`config.mk`:
```
export PLATFORM = sky130hd
export DESIGN_NAME = key_matrix_debouncer_flat
export DESIGN_NICKNAME = d
export VERILOG_FILES = /design/src/hdl/kmd_pkg.sv /design/src/hdl/kmd_if.sv /design/src/hdl/kmd_ram.sv /design/src/hdl/kmd_cfg.sv /design/src/hdl/kmd_scan.sv /design/src/hdl/key_matrix_debouncer.sv /design/src/flat_wrapper.sv
export SDC_FILE = /design/constraint.sdc
export NUM_CORES = 1
export LEC_CHECK = 0
export BUFFER_PORTS_ARGS = -buffer_cell sky130_fd_sc_hd__buf_2
export CORE_ASPECT_RATIO = 0.8
export CORE_MARGIN = 3
export CORE_UTILIZATION = 50
export DETAILED_ROUTE_END_ITERATION = 10
export GPL_TIMING_DRIVEN = 0
export PLACE_DENSITY_LB_ADDON = 0.3
export SYNTH_ARGS = -nofsm -noshare
export SYNTH_HDL_FRONTEND = slang
export SYNTH_HIERARCHICAL = 1
export SYNTH_SLANG_ARGS = --single-unit
export TNS_END_PERCENT = 1
```
`constraint.sdc`:
```
create_clock -name clk -period 7.94 [get_ports clk]
set_input_delay 0.397 -clock clk [delete_from_list [all_inputs] [get_ports clk]]
set_output_delay 0.397 -clock clk [all_outputs]
set_load 0.01 [all_outputs]
```
`src/hdl/kmd_pkg.sv`:
```
`timescale 1ns / 1ps

package kmd_pkg;

  localparam int ROWS      = 8;
  localparam int COLS      = 8;
  localparam int KEY_COUNT = ROWS * COLS;
  localparam int KEY_W     = (KEY_COUNT > 1) ? $clog2(KEY_COUNT) : 1;

  localparam int RAW_W  = 64;
  localparam int CNT_W  = 4;
  localparam int POS_W  = 3;
  localparam int CFG_DW = 64;
  localparam int CFG_AW = 4;

  // register select is paddr[3]: threshold at 0x0, mask at 0x8
  localparam logic REG_THR  = 1'b0;
  localparam logic REG_MASK = 1'b1;

  localparam logic [CNT_W-1:0] THR_RST = 4'd3;

  // one state entry per key
  typedef struct packed {
    logic             prev;
    logic [CNT_W-1:0] cnt;
    logic             deb;
  } ent_t;

  localparam int ENT_W = $bits(ent_t);

  typedef struct packed {
    logic [CNT_W-1:0] thr;
    logic [RAW_W-1:0] mask;
  } cfg_t;

endpackage

```
`src/hdl/kmd_if.sv`:
```
`timescale 1ns / 1ps

interface kmd_in_if;
  import kmd_pkg::*;
  logic             valid;
  logic             ready;
  logic [RAW_W-1:0] raw_keys;

  modport source (output valid, output raw_keys, input ready);
  modport sink (input valid, input raw_keys, output ready);
endinterface

interface kmd_out_if;
  import kmd_pkg::*;
  logic             valid;
  logic             ready;
  logic [POS_W-1:0] key_row;
  logic [POS_W-1:0] key_col;
  logic             pressed;
  logic             last;

  modport source (output valid, output key_row, output key_col, output pressed,
                  output last, input ready);
  modport sink (input valid, input key_row, input key_col, input pressed,
                input last, output ready);
endinterface

```
`src/hdl/kmd_ram.sv`:
```
`timescale 1ns / 1ps

module kmd_ram #(
  parameter int WIDTH = 8,
  parameter int DEPTH = 64
) (
  input  logic                                         clk,
  input  logic                                         we,
  input  logic [((DEPTH > 1) ? $clog2(DEPTH) : 1)-1:0] waddr,
  input  logic [WIDTH-1:0]                             wdata,
  input  logic                                         re,
  input  logic [((DEPTH > 1) ? $clog2(DEPTH) : 1)-1:0] raddr,
  output logic [WIDTH-1:0]                             rdata
);

  logic [WIDTH-1:0] mem [DEPTH];

  always_ff @(posedge clk) begin
    if (we) begin
      mem[waddr] <= wdata;
    end
    if (re) begin
      rdata <= mem[raddr];
    end
  end

endmodule

```
`src/hdl/kmd_cfg.sv`:
```
`timescale 1ns / 1ps

module kmd_cfg (
  input  logic                       clk,
  input  logic                       rst_n,
  input  logic                       psel,
  input  logic                       penable,
  input  logic                       pwrite,
  input  logic [kmd_pkg::CFG_AW-1:0] paddr,
  input  logic [kmd_pkg::CFG_DW-1:0] pwdata,
  output logic [kmd_pkg::CFG_DW-1:0] prdata,
  output logic                       pready,
  output kmd_pkg::cfg_t              cfg
);
  import kmd_pkg::*;

  logic [CNT_W-1:0] thr_r;
  logic [RAW_W-1:0] mask_r;
  logic             wr;
  logic             sel;

  assign pready = 1'b1;
  assign wr     = psel & penable & pwrite;
  assign sel    = paddr[3];

  always_ff @(posedge clk) begin
    if (!rst_n) begin
      thr_r  <= THR_RST;
      mask_r <= '0;
    end else if (wr) begin
      unique case (sel)
        REG_THR:  thr_r  <= pwdata[CNT_W-1:0];
        REG_MASK: mask_r <= pwdata[RAW_W-1:0];
      endcase
    end
  end

  always_comb begin
    unique case (sel)
      REG_THR:  prdata = {{(CFG_DW-CNT_W){1'b0}}, thr_r};
      REG_MASK: prdata = mask_r;
    endcase
  end

  assign cfg.thr  = thr_r;
  assign cfg.mask = mask_r;

endmodule

```
`src/hdl/kmd_scan.sv`:
```
`timescale 1ns / 1ps

module kmd_scan (
  input  logic                      clk,
  input  logic                      rst_n,
  input  kmd_pkg::cfg_t             cfg,
  kmd_in_if.sink                    in_chan,
  kmd_out_if.source                 out_chan,
  output logic                      ram_re,
  output logic [kmd_pkg::KEY_W-1:0] ram_raddr,
  input  logic [kmd_pkg::ENT_W-1:0] ram_rdata,
  output logic                      ram_we,
  output logic [kmd_pkg::KEY_W-1:0] ram_waddr,
  output logic [kmd_pkg::ENT_W-1:0] ram_wdata
);
  import kmd_pkg::*;

  typedef enum logic [1:0] {ST_IDLE, ST_SCAN, ST_WAIT, ST_FLUSH} st_t;

  st_t                  st_r;
  logic [KEY_COUNT-1:0] raw_r;
  logic [KEY_W-1:0]     key_r;
  logic [POS_W-1:0]     row_r;
  logic [POS_W-1:0]     col_r;
  logic                 s2_v_r;
  logic [KEY_W-1:0]     s2_key_r;
  logic [POS_W-1:0]     s2_row_r;
  logic [POS_W-1:0]     s2_col_r;
  logic                 vq_r;
  logic [KEY_COUNT-1:0] vld_r;
  logic                 pend_v_r;
  logic [POS_W-1:0]     pend_row_r;
  logic [POS_W-1:0]     pend_col_r;
  logic                 pend_prs_r;
  logic                 out_v_r;
  logic [POS_W-1:0]     out_row_r;
  logic [POS_W-1:0]     out_col_r;
  logic                 out_prs_r;
  logic                 out_last_r;

  logic [KEY_COUNT-1:0] key_mask;
  ent_t                 cur;
  ent_t                 ent_nxt;
  logic                 bit_in;
  logic                 flip;
  logic                 evt;
  logic                 out_free;
  logic                 s2_go;
  logic                 adv;
  logic                 issue;
  logic                 flush_go;
  logic                 last_key;
  logic                 out_load;

  assign key_mask = cfg.mask[KEY_COUNT-1:0];
  // never-written entries read as released with a clear counter
  assign cur      = vq_r ? ent_t'(ram_rdata) : '0;
  assign bit_in   = raw_r[s2_key_r];

  always_comb begin
    ent_nxt = cur;
    if (bit_in == cur.prev) begin
      if (cur.cnt < cfg.thr) begin
        ent_nxt.cnt = cur.cnt + CNT_W'(1);
      end
    end else begin
      ent_nxt.cnt  = '0;
      ent_nxt.prev = bit_in;
    end
    flip = (ent_nxt.cnt >= cfg.thr) && (bit_in != cur.deb);
    if (flip) begin
      ent_nxt.deb = bit_in;
    end
  end

  assign evt      = flip & ~key_mask[s2_key_r];
  assign out_free = ~out_v_r | out_chan.ready;
  assign s2_go    = s2_v_r & (~(evt & pend_v_r) | out_free);
  assign adv      = ~s2_v_r | s2_go;
  assign issue    = (st_r == ST_SCAN) & adv;
  assign flush_go = (st_r == ST_FLUSH) & (~pend_v_r | out_free);
  assign last_key = (row_r == POS_W'(ROWS - 1)) && (col_r == POS_W'(COLS - 1));
  assign out_load = (s2_go & evt & pend_v_r) | (flush_go & pend_v_r);

  assign ram_re    = issue;
  assign ram_raddr = key_r;
  assign ram_we    = s2_go;
  assign ram_waddr = s2_key_r;
  assign ram_wdata = ent_nxt;

  assign in_chan.ready    = (st_r == ST_IDLE);
  assign out_chan.valid   = out_v_r;
  assign out_chan.key_row = out_row_r;
  assign out_chan.key_col = out_col_r;
  assign out_chan.pressed = out_prs_r;
  assign out_chan.last    = out_last_r;

  always_ff @(posedge clk) begin
    if (!rst_n) begin
      st_r     <= ST_IDLE;
      s2_v_r   <= 1'b0;
      pend_v_r <= 1'b0;
      out_v_r  <= 1'b0;
      vld_r    <= '0;
    end else begin
      if (s2_go) begin
        vld_r[s2_key_r] <= 1'b1;
      end
      if (issue) begin
        vq_r     <= vld_r[key_r];
        s2_key_r <= key_r;
        s2_row_r <= row_r;
        s2_col_r <= col_r;
      end
      if (adv) begin
        s2_v_r <= issue;
      end

      // hold one event back so the final one of a frame can carry last
      if (s2_go && evt) begin
        pend_v_r   <= 1'b1;
        pend_row_r <= s2_row_r;
        pend_col_r <= s2_col_r;
        pend_prs_r <= bit_in;
      end else if (flush_go) begin
        pend_v_r <= 1'b0;
      end

      if (out_load) begin
        out_v_r    <= 1'b1;
        out_row_r  <= pend_row_r;
        out_col_r  <= pend_col_r;
        out_prs_r  <= pend_prs_r;
        out_last_r <= flush_go;
      end else if (out_chan.ready) begin
        out_v_r <= 1'b0;
      end

      unique case (st_r)
        ST_IDLE: begin
          if (in_chan.valid) begin
            raw_r <= in_chan.raw_keys[KEY_COUNT-1:0];
            key_r <= '0;
            row_r <= '0;
            col_r <= '0;
            st_r  <= ST_SCAN;
          end
        end
        ST_SCAN: begin
          if (issue) begin
            key_r <= key_r + KEY_W'(1);
            if (col_r == POS_W'(COLS - 1)) begin
              col_r <= '0;
              row_r <= row_r + POS_W'(1);
            end else begin
              col_r <= col_r + POS_W'(1);
            end
            if (last_key) begin
              st_r <= ST_WAIT;
            end
          end
        end
        ST_WAIT: begin
          if (s2_go) begin
            st_r <= ST_FLUSH;
          end
        end
        ST_FLUSH: begin
          if (flush_go) begin
            st_r <= ST_IDLE;
          end
        end
      endcase
    end
  end

endmodule

```
`src/hdl/key_matrix_debouncer.sv`:
```
`timescale 1ns / 1ps

// Key matrix debouncer. Each accepted word on in_chan is one raw scan frame
// (bit row*COLS+col set = key pressed); the block walks the keys in row-major
// order and emits a press/release word on out_chan for every key whose
// debounced state flips and whose silent_key_mask bit is clear, with last set
// on the final word of the frame. Per-key state (last raw bit, saturating
// agreement counter, debounced bit) lives in one single-port-write RAM with a
// registered read, updated read-modify-write at one key per cycle unless
// out_chan back-pressures; in_chan.ready returns after the last key's update
// and the flush of the held-back event. Entries are marked valid as they are
// written, so the state reads as cleared right after reset with no clearing
// pass. Registers: debounce_samples at 0x0 (4 bits, reset 3) and
// silent_key_mask at 0x8 (64 bits, reset 0); write them only while idle.
module key_matrix_debouncer (
  input  logic                       clk,
  input  logic                       rst_n,
  kmd_in_if.sink                     in_chan,
  kmd_out_if.source                  out_chan,
  input  logic                       psel,
  input  logic                       penable,
  input  logic                       pwrite,
  input  logic [kmd_pkg::CFG_AW-1:0] paddr,
  input  logic [kmd_pkg::CFG_DW-1:0] pwdata,
  output logic [kmd_pkg::CFG_DW-1:0] prdata,
  output logic                       pready
);
  import kmd_pkg::*;

  cfg_t             cfg;
  logic             ram_re;
  logic [KEY_W-1:0] ram_raddr;
  logic [ENT_W-1:0] ram_rdata;
  logic             ram_we;
  logic [KEY_W-1:0] ram_waddr;
  logic [ENT_W-1:0] ram_wdata;

  // register file: threshold and silent mask
  kmd_cfg u_cfg (
    .clk     (clk),
    .rst_n   (rst_n),
    .psel    (psel),
    .penable (penable),
    .pwrite  (pwrite),
    .paddr   (paddr),
    .pwdata  (pwdata),
    .prdata  (prdata),
    .pready  (pready),
    .cfg     (cfg)
  );

  // per-key state store
  kmd_ram #(
    .WIDTH (ENT_W),
    .DEPTH (KEY_COUNT)
  ) u_state_ram (
    .clk   (clk),
    .we    (ram_we),
    .waddr (ram_waddr),
    .wdata (ram_wdata),
    .re    (ram_re),
    .raddr (ram_raddr),
    .rdata (ram_rdata)
  );

  // key sequencer, debounce update and event output
  kmd_scan u_scan (
    .clk       (clk),
    .rst_n     (rst_n),
    .cfg       (cfg),
    .in_chan   (in_chan),
    .out_chan  (out_chan),
    .ram_re    (ram_re),
    .ram_raddr (ram_raddr),
    .ram_rdata (ram_rdata),
    .ram_we    (ram_we),
    .ram_waddr (ram_waddr),
    .ram_wdata (ram_wdata)
  );

endmodule

```
`src/flat_wrapper.sv`:
```
// flat-port wrapper written by rule: the top's interface ports become plain ports
module key_matrix_debouncer_flat import kmd_pkg::*;
  (clk, rst_n, psel, penable, pwrite, paddr, pwdata, prdata, pready, in_chan_valid, in_chan_raw_keys, in_chan_ready, out_chan_valid, out_chan_key_row, out_chan_key_col, out_chan_pressed, out_chan_last, out_chan_ready);
  kmd_in_if in_chan_i ();
  kmd_out_if out_chan_i ();
  input  logic clk;
  input  logic rst_n;
  input  logic psel;
  input  logic penable;
  input  logic pwrite;
  input  logic [kmd_pkg::CFG_AW-1:0] paddr;
  input  logic [kmd_pkg::CFG_DW-1:0] pwdata;
  output logic [kmd_pkg::CFG_DW-1:0] prdata;
  output logic pready;
  input wire logic [$bits(in_chan_i.valid)-1:0] in_chan_valid;
  input wire logic [$bits(in_chan_i.raw_keys)-1:0] in_chan_raw_keys;
  output wire logic [$bits(in_chan_i.ready)-1:0] in_chan_ready;
  output wire logic [$bits(out_chan_i.valid)-1:0] out_chan_valid;
  output wire logic [$bits(out_chan_i.key_row)-1:0] out_chan_key_row;
  output wire logic [$bits(out_chan_i.key_col)-1:0] out_chan_key_col;
  output wire logic [$bits(out_chan_i.pressed)-1:0] out_chan_pressed;
  output wire logic [$bits(out_chan_i.last)-1:0] out_chan_last;
  input wire logic [$bits(out_chan_i.ready)-1:0] out_chan_ready;
  assign in_chan_i.valid = in_chan_valid;
  assign in_chan_i.raw_keys = in_chan_raw_keys;
  assign in_chan_ready = in_chan_i.ready;
  assign out_chan_valid = out_chan_i.valid;
  assign out_chan_key_row = out_chan_i.key_row;
  assign out_chan_key_col = out_chan_i.key_col;
  assign out_chan_pressed = out_chan_i.pressed;
  assign out_chan_last = out_chan_i.last;
  assign out_chan_i.ready = out_chan_ready;
  key_matrix_debouncer u_core (.clk(clk), .rst_n(rst_n), .in_chan(in_chan_i), .out_chan(out_chan_i), .psel(psel), .penable(penable), .pwrite(pwrite), .paddr(paddr), .pwdata(pwdata), .prdata(prdata), .pready(pready));
endmodule
```
# Yosys cells after proc, flatten, opt, wreduce, memory -nomap -nowiden
# Memories as Yosys holds them, arrays and structs flattened. A register that Yosys moved wholly into a read port is not among the register bits.
# Index checks and enable logic that the tools add are counted.
[totals] in_bits=139 register_bits=241 ramBits=384 wordCells=120 memories=1
[classes] bitwise=22 addsub=4 eq_ne=13 n_mux=36 n_lt_le_gt_ge=5 n_reduce_logical=17
[memory_table] memory="u_core.u_state_ram.mem" words=64 width=6 rd=1 rd_clocked_by_memory_dff=1 write_ports=1 line="kmd_ram.sv:16" source="logic [WIDTH-1:0] mem [DEPTH];"
[op_table] op="$pmux W64 S2" n=1
[op_table] op="$or A64 B64 Y64" n=1
[op_table] op="$bmux W1 S6" n=3
[op_table] op="$mux W6" n=3
[op_table] op="$mux W3" n=5
[op_table] op="$lt A6 B7 Y1 const B" n=2
[op_table] op="$mux W1" n=12
[op_table] op="$pmux W3 S2" n=2
[op_table] op="$pmux W6 S2" n=1
[op_table] op="$and A1 B1 Y1" n=10
[op_table] op="$mux W2" n=5
[op_table] op="$reduce_and A2 Y1" n=5
[op_table] op="$reduce_and A5 Y1" n=2
[op_table] op="$mux W4" n=2
[op_table] op="$ne A2 B2 Y1 const B" n=4
[op_table] op="$pmux W2 S4" n=1
[op_table] op="$add A3 B1 Y3 const B" n=2
[op_table] op="$add A6 B1 Y6 const B" n=1
[op_table] op="$demux W1 S6" n=1
[op_table] op="$eq A3 B3 Y1 const B" n=2
[op_table] op="$ge A6 B1 Y1 const B" n=1
[op_table] op="$not A1 Y1" n=6
[op_table] op="$reduce_bool A2 Y1" n=3
[op_table] op="$or A1 B1 Y1" n=5
[op_table] op="other kinds (12)" n=17

# Logic depth before layout (Yosys ltp)
[logic_depth] ltp_word=15 mapped_depth=20

# Cells and area by module
# The synthesis kept the hierarchy.
[modules_own_cells] mod="kmd_ram" area_per_inst_um2=15285.9 n_inst=1 cells_per_inst=720
[modules_own_cells] mod="kmd_scan" area_per_inst_um2=7848.8 n_inst=1 cells_per_inst=626
[modules_own_cells] mod="kmd_cfg" area_per_inst_um2=3255.6 n_inst=1 cells_per_inst=368

# Least setup slack after synthesis
# OpenSTA, ideal clock, no wires.
[synth_path] kind="reg2reg" startpoint="register u_core.u_scan.s2_key_r[0], in the netlist u_core/u_scan/ram_waddr[0]" endpoint="memory u_core/u_state_ram/mem[0][0] in the netlist's numbering, data pin" arrival_ns=6.609 path_slack_ns=0.767 stages_incl_launch_ff=14 n_path_buf=1 path_cell_list="edfxtp_1 > and2_0 > buf_2 > a221oi_1 > o21ai_1 > a2111o_1 > nor3_1 > xor2_1 > nor2_1 > ha_1 > a21o_1 > a21o_1 > a21oi_1 > mux2i_1"
[synth_via] elab_chain_cells=7 word_cells_on_any_way=8 classes_between="order compare (1); eq/ne (2); mux (4); reduce/logical (1)"
[synth_lines] item="from (decl)" line="kmd_scan.sv:26" source="logic [KEY_W-1:0] s2_key_r;"
[synth_lines] item="from (signal assigned)" line="kmd_scan.sv:111" source="s2_key_r <= key_r;"
[synth_lines] item="$bmux W1 S6" line="kmd_scan.sv:58" source="assign bit_in = raw_r[s2_key_r];"
[synth_lines] item="$mux W1 (not written as such)" line="kmd_scan.sv:58"
[synth_lines] item="$eq A1 B1 Y1" line="kmd_scan.sv:62" source="if (bit_in == cur.prev) begin"
[synth_lines] item="$mux W4" line="kmd_scan.sv:62"
[synth_lines] item="via u_core.ram_wdata[2]" line="key_matrix_debouncer.sv:36" source="logic [ENT_W-1:0] ram_wdata;"
[synth_lines] item="$ge A4 B4 Y1" line="kmd_scan.sv:70" source="flip = (ent_nxt.cnt >= cfg.thr) && (bit_in != cur.deb);"
[synth_lines] item="$logic_and A1 B1 Y1" line="kmd_scan.sv:70"
[synth_lines] item="$mux W1" line="kmd_scan.sv:71" source="if (flip) begin"
[synth_lines] item="via u_core.ram_wdata[0]" line="key_matrix_debouncer.sv:36"
[synth_lines] item="to (decl)" line="kmd_ram.sv:16"
# The timed path passes the listed nets, and every way through them passes these cells. The select of a mux whose other input is x is not followed.

# Final worst setup path
[layout_path] startpoint="register u_core.u_scan.s2_key_r[0], in the netlist u_core/u_scan/ram_waddr[0]" endpoint="memory u_core/u_state_ram/mem[38][0] in the netlist's numbering, enable pin"
[layout_via] elab_chain_cells=13 word_cells_on_any_way=17 classes_between="order compare (1); eq/ne (2); mux (7); bitwise (6); reduce/logical (1)"
[layout_lines] item="$bmux W1 S6" line="kmd_scan.sv:58"
[layout_lines] item="$mux W1 (not written as such)" line="kmd_scan.sv:58"
[layout_lines] item="$eq A1 B1 Y1" line="kmd_scan.sv:62"
[layout_lines] item="$mux W4" line="kmd_scan.sv:62"
[layout_lines] item="via u_core.ram_wdata[2]" line="key_matrix_debouncer.sv:36"
[layout_lines] item="$ge A4 B4 Y1" line="kmd_scan.sv:70"
[layout_lines] item="$logic_and A1 B1 Y1" line="kmd_scan.sv:70"
[layout_lines] item="$and A1 B1 Y1" line="kmd_scan.sv:76" source="assign evt = flip & ~key_mask[s2_key_r];"
[layout_lines] item="$and A1 B1 Y1" line="kmd_scan.sv:78" source="assign s2_go = s2_v_r & (~(evt & pend_v_r) | out_free);"
[layout_lines] item="$not A1 Y1" line="kmd_scan.sv:78"
[layout_lines] item="$or A1 B1 Y1" line="kmd_scan.sv:78"
[layout_lines] item="$and A1 B1 Y1" line="kmd_scan.sv:78"
[layout_lines] item="via u_core.ram_we" line="key_matrix_debouncer.sv:34" source="logic ram_we;"
[layout_lines] item="$mux W1" line="kmd_ram.sv:19" source="if (we) begin"
[layout_lines] item="$mux W1 (not written as such)" line="kmd_ram.sv:20" source="mem[waddr] <= wdata;"
# The timed path passes the listed nets, and every way through them passes these cells. The select of a mux whose other input is x is not followed.

==> impl_metrics.json <==
{
  "worstHoldPathCells": 3,
  "via_per_inst": 6.006,
  "synth_top_area_share_pct": 56.21,
  "tightest_slew_ps": 1007,
  "fillCellCount": 3811,
  "synthTopCellsByCount": "494 x edfxtp_1, 208 x nand2_1, 137 x dfxtp_1",
  "synthCells": 1714,
  "seq_area_mm2": 0.01758,
  "drive_gt1_share_pct": 24.47,
  "fin_crit_sh_pct": 96.95,
  "drtIter0Drc": 1913,
  "multi_input_area_mm2": 0.008089,
  "pwr-share-comb_pct": 21.9,
  "hp-start": "pwdata[58]",
  "antenna_found_initial": 1,
  "ctsRootBufferMaster": "clkbuf_16",
  "die_area_mm2": 0.05559,
  "areaGrowthSynthToFinish_pct": 18.54,
  "io_pins": 214,
  "power_frac_seq_pct": 45.5,
  "cp-start-kind": "flip-flop",
  "synth_edf_count": 494,
  "dieWidth_um": 262.9,
  "drc": 0,
  "fp-row-count": 74,
  "yosys_warnings": 6,
  "fin_nets": 2228,
  "wl_mm": 68.97,
  "seq_area_frac_synth_pct": 66.60,
  "first_pass_iters": 6,
  "dpl.hpwl_mm": 47.87,
  "hold_class": "input port to flip-flop",
  "core_region_area_mm2": 0.05157,
  "numPortBuffers": 209,
  "power_density_mw_per_mm2": 283.1,
  "synth_ff_type": "edfxtp_1",
  "p_clk_share_pct": 32.5,
  "clock-sinks": 631,
  "dr_total_vias": 16850,
  "netSwitchingFraction_pct": 28.54,
  "ys_async_sr_fraction_pct": 0,
  "power.net_switching_w": 0.002528,
  "clk_latency_ps": 630,
  "htree_levels": 2,
  "ys_ff_latch": 631,
  "min_to": "u_core/u_cfg/mask_r[58]",
  "setup_tns_ps": 0,
  "grt_first_pass_wirelength_mm": 102.6,
  "grt_use_total_pct": 24.61,
  "rsz0062_at_grt": "yes",
  "synth_top_area_cell": "edfxtp_1",
  "maxCapViolCount": 0,
  "yosys-top-cells-area": "edfxtp_1 56%, dfxtp_1 10%, mux4_2 9.9%",
  "grt_overflow": 0,
  "rr_startpoint": "u_core/u_scan/ram_waddr[0]",
  "slew-limit-headroom_pct": 32.85,
  "whs_ps": 34.66,
  "crit_fanout": 26,
  "syn_nets": 1869,
  "crit_type": "flip-flop to flip-flop",
  "globalplace.congestion": 0.9211,
  "clkSlewWorstSetupHoldPaths_ps": 60,
  "crit_required_ps": 8200,
  "r2r_slack_ps": 240,
  "max_freq_mhz": 129.9,
  "cts_tree": "built",
  "die_h_um": 211.5,
  "cts_buffers": 60,
  "syn_area_mm2": 0.02639,
  "r2r_cells": 18,
  "arrival_ps": 7960,
  "r2r_end": "u_core/u_state_ram/mem[38][0]",
  "cellLeakagePower_nw": 10.91,
  "endpoint_kind": "flip-flop",
  "initial_core_util_pct": 51.17,
  "postSynthAreaPerCell_um2": 15.40,
  "grt_max_degree": 65,
  "cts_buffer_depth": 3,
  "layout.cells.non_filler": 2806,
  "grt_pass1_vias": 16670,
  "yosysMostFrequentCell": "edfxtp_1",
  "drt-wirelength-per-cell_um": 24.58,
  "ir_drop_mv": 0.1817,
  "clock_skew_ps": 21.68,
  "p_int_w": 0.006328,
  "place_inst": 2615,
  "finalHoldViolCount": 0,
  "ys_types": 78,
  "ant_nets": 0,
  "slew_viol_final": 0,
  "setup_viol": 0,
  "status": "finished clean",
  "layout_min_cycle_time_ps": 7698
}
==> critical path, cell delays in order, from the launching register on <==
cell and delay [ps]:
edfxtp_1 650, clkbuf_1 530, nand2_1 390, o22ai_1 370, a211oi_1 90, nor4_1 650
nor3_1 270, xor2_1 650, nor2_4 280, ha_1 360, a21o_1 150, a21o_1 170
a21oi_1 490, nor4_2 180, nand4_4 230, and2_1 350, nor2b_1 300, nand3_1 510
nor2_1 680
==> routing by layer <==
metal | part of all wire (%) | GRT usage [%] | routed length, um | vias up
li1 | - | - | - | 7311
met1 | 42 | 35.45 | 29120 | 8550
met2 | 45 | 37.33 | 31170 | 839
met3 | 9.9 | 6.019 | 6843 | 153
met4 | 2.7 | 7.980 | 1833 | 0
met5 | 0 | 0 | 0 | -
==> flip-flops by register name, indices dropped and copies added (netlist names), 4 cells and up <==
| register | cells |
|---|---|
| u_core/u_state_ram/mem | 384 |
| u_core/u_cfg/mask_r | 64 |
| u_core/u_scan/raw_r | 64 |
| u_core/u_scan/vld_r | 64 |
| u_core/u_scan/ram_raddr | 6 |
| u_core/u_scan/ram_waddr | 6 |
| u_core/u_state_ram/rdata | 6 |
| u_core/u_cfg/thr_r | 4 |
==> kinds of logic after synthesis <==
kind of cell	count (synthesis)	share of synthesized area, %
XOR/XNOR	8	0.2655
AND/OR/NAND/NOR	482	8.738
adder cells (fa/ha/maj)	17	0.7965
AO/OA/AOI/OAI	203	5.495
multiplexers	244	15.20
buffers and inverters	128	2.892
flip-flops	631	66.60
other	1	0.01421
==> what timing repair did <==
item | in CTS | in global routing
gates resized for setup | 0 | 1
setup endpoints to repair | 0 | 42
hold buffers | 80 | 0
setup buffers | 0 | 0
endpoints found under the hold margin | 80 | 0
==> worst max path at each step <==
stage | from | endpoint | slack, ps | cells after the start
after global routing | u_core/u_scan/ram_waddr[0] | u_core/u_state_ram/mem[30][0] | -70 | 18
after global placement | u_core/u_scan/ram_waddr[0] | u_core/u_state_ram/mem[8][0] | -4000 | 13
after CTS | u_core/u_scan/ram_waddr[0] | u_core/u_state_ram/mem[22][1] | 390 | 18
final | u_core/u_scan/ram_waddr[0] | u_core/u_state_ram/mem[38][0] | 240 | 18
after detailed placement | u_core/u_scan/ram_waddr[0] | u_core/u_state_ram/mem[22][0] | 510 | 18
after floorplan | u_core/u_scan/ram_waddr[0] | u_core/u_state_ram/mem[0][0] | 770 | 13
==> layout make-up <==
type / instances / area share (%)
inverter: 16 / 0.1920
clock buffer: 71 / 5.195
buffer: 112 / 2.248
multi-input combinational: 955 / 25.86
clock inverter: 39 / 1.144
tap: 684 / 2.736
sequential: 631 / 56.19
antenna: 1 / 0.007999
timing repair buffer: 297 / 6.435
==> metrics by stage <==
| step | power [W] | cell area [um2] | util [%] | setup slack (ps) |
|---|---|---|---|---|
| floorplan | 0.005236 | 26390 | - | 767.0 |
| CTS | 0.008896 | 31280 | 60.65 | 392.9 |
| finish | 0.008856 | 31280 | 60.66 | 242.1 |
| detailed placement | 0.005985 | 28490 | 55.25 | 506.0 |
| global route | 0.009171 | 31280 | 60.66 | -69.48 |
| global placement | 0.005866 | 28290 | 54.86 | -4003 |
==> power groups by stage <==
stage	combinational (W)	sequential, W	clock (W)
global placement	0.00173	0.00414	0
finish	0.00194	0.00403	0.00288
global route	0.00206	0.00404	0.00307
CTS	0.00192	0.00403	0.00294
floorplan	0.00115	0.00409	0
detailed placement	0.00189	0.00410	0
==> cell usage in the layout, fill, tap and decap left out, drive strengths merged, types with 8 or more instances in the layout <==
master and n:
a211oi 8, a21oi 15, a221oi 10, a22o 30
a22oi 8, a31oi 11, and2 72, buf 277
clkbuf 123, clkinv 27, dfxtp 137, dlygate4sd3 80
edfxtp 494, ha 16, inv 18, mux2 15
mux2i 107, mux4 122, nand2 208, nand2b 12
nand3 22, nor2 97, nor2b 18, nor3 9
o21ai 53, o221ai 10, o22a 12, o22ai 16
(Power assumes the default switching activity.)
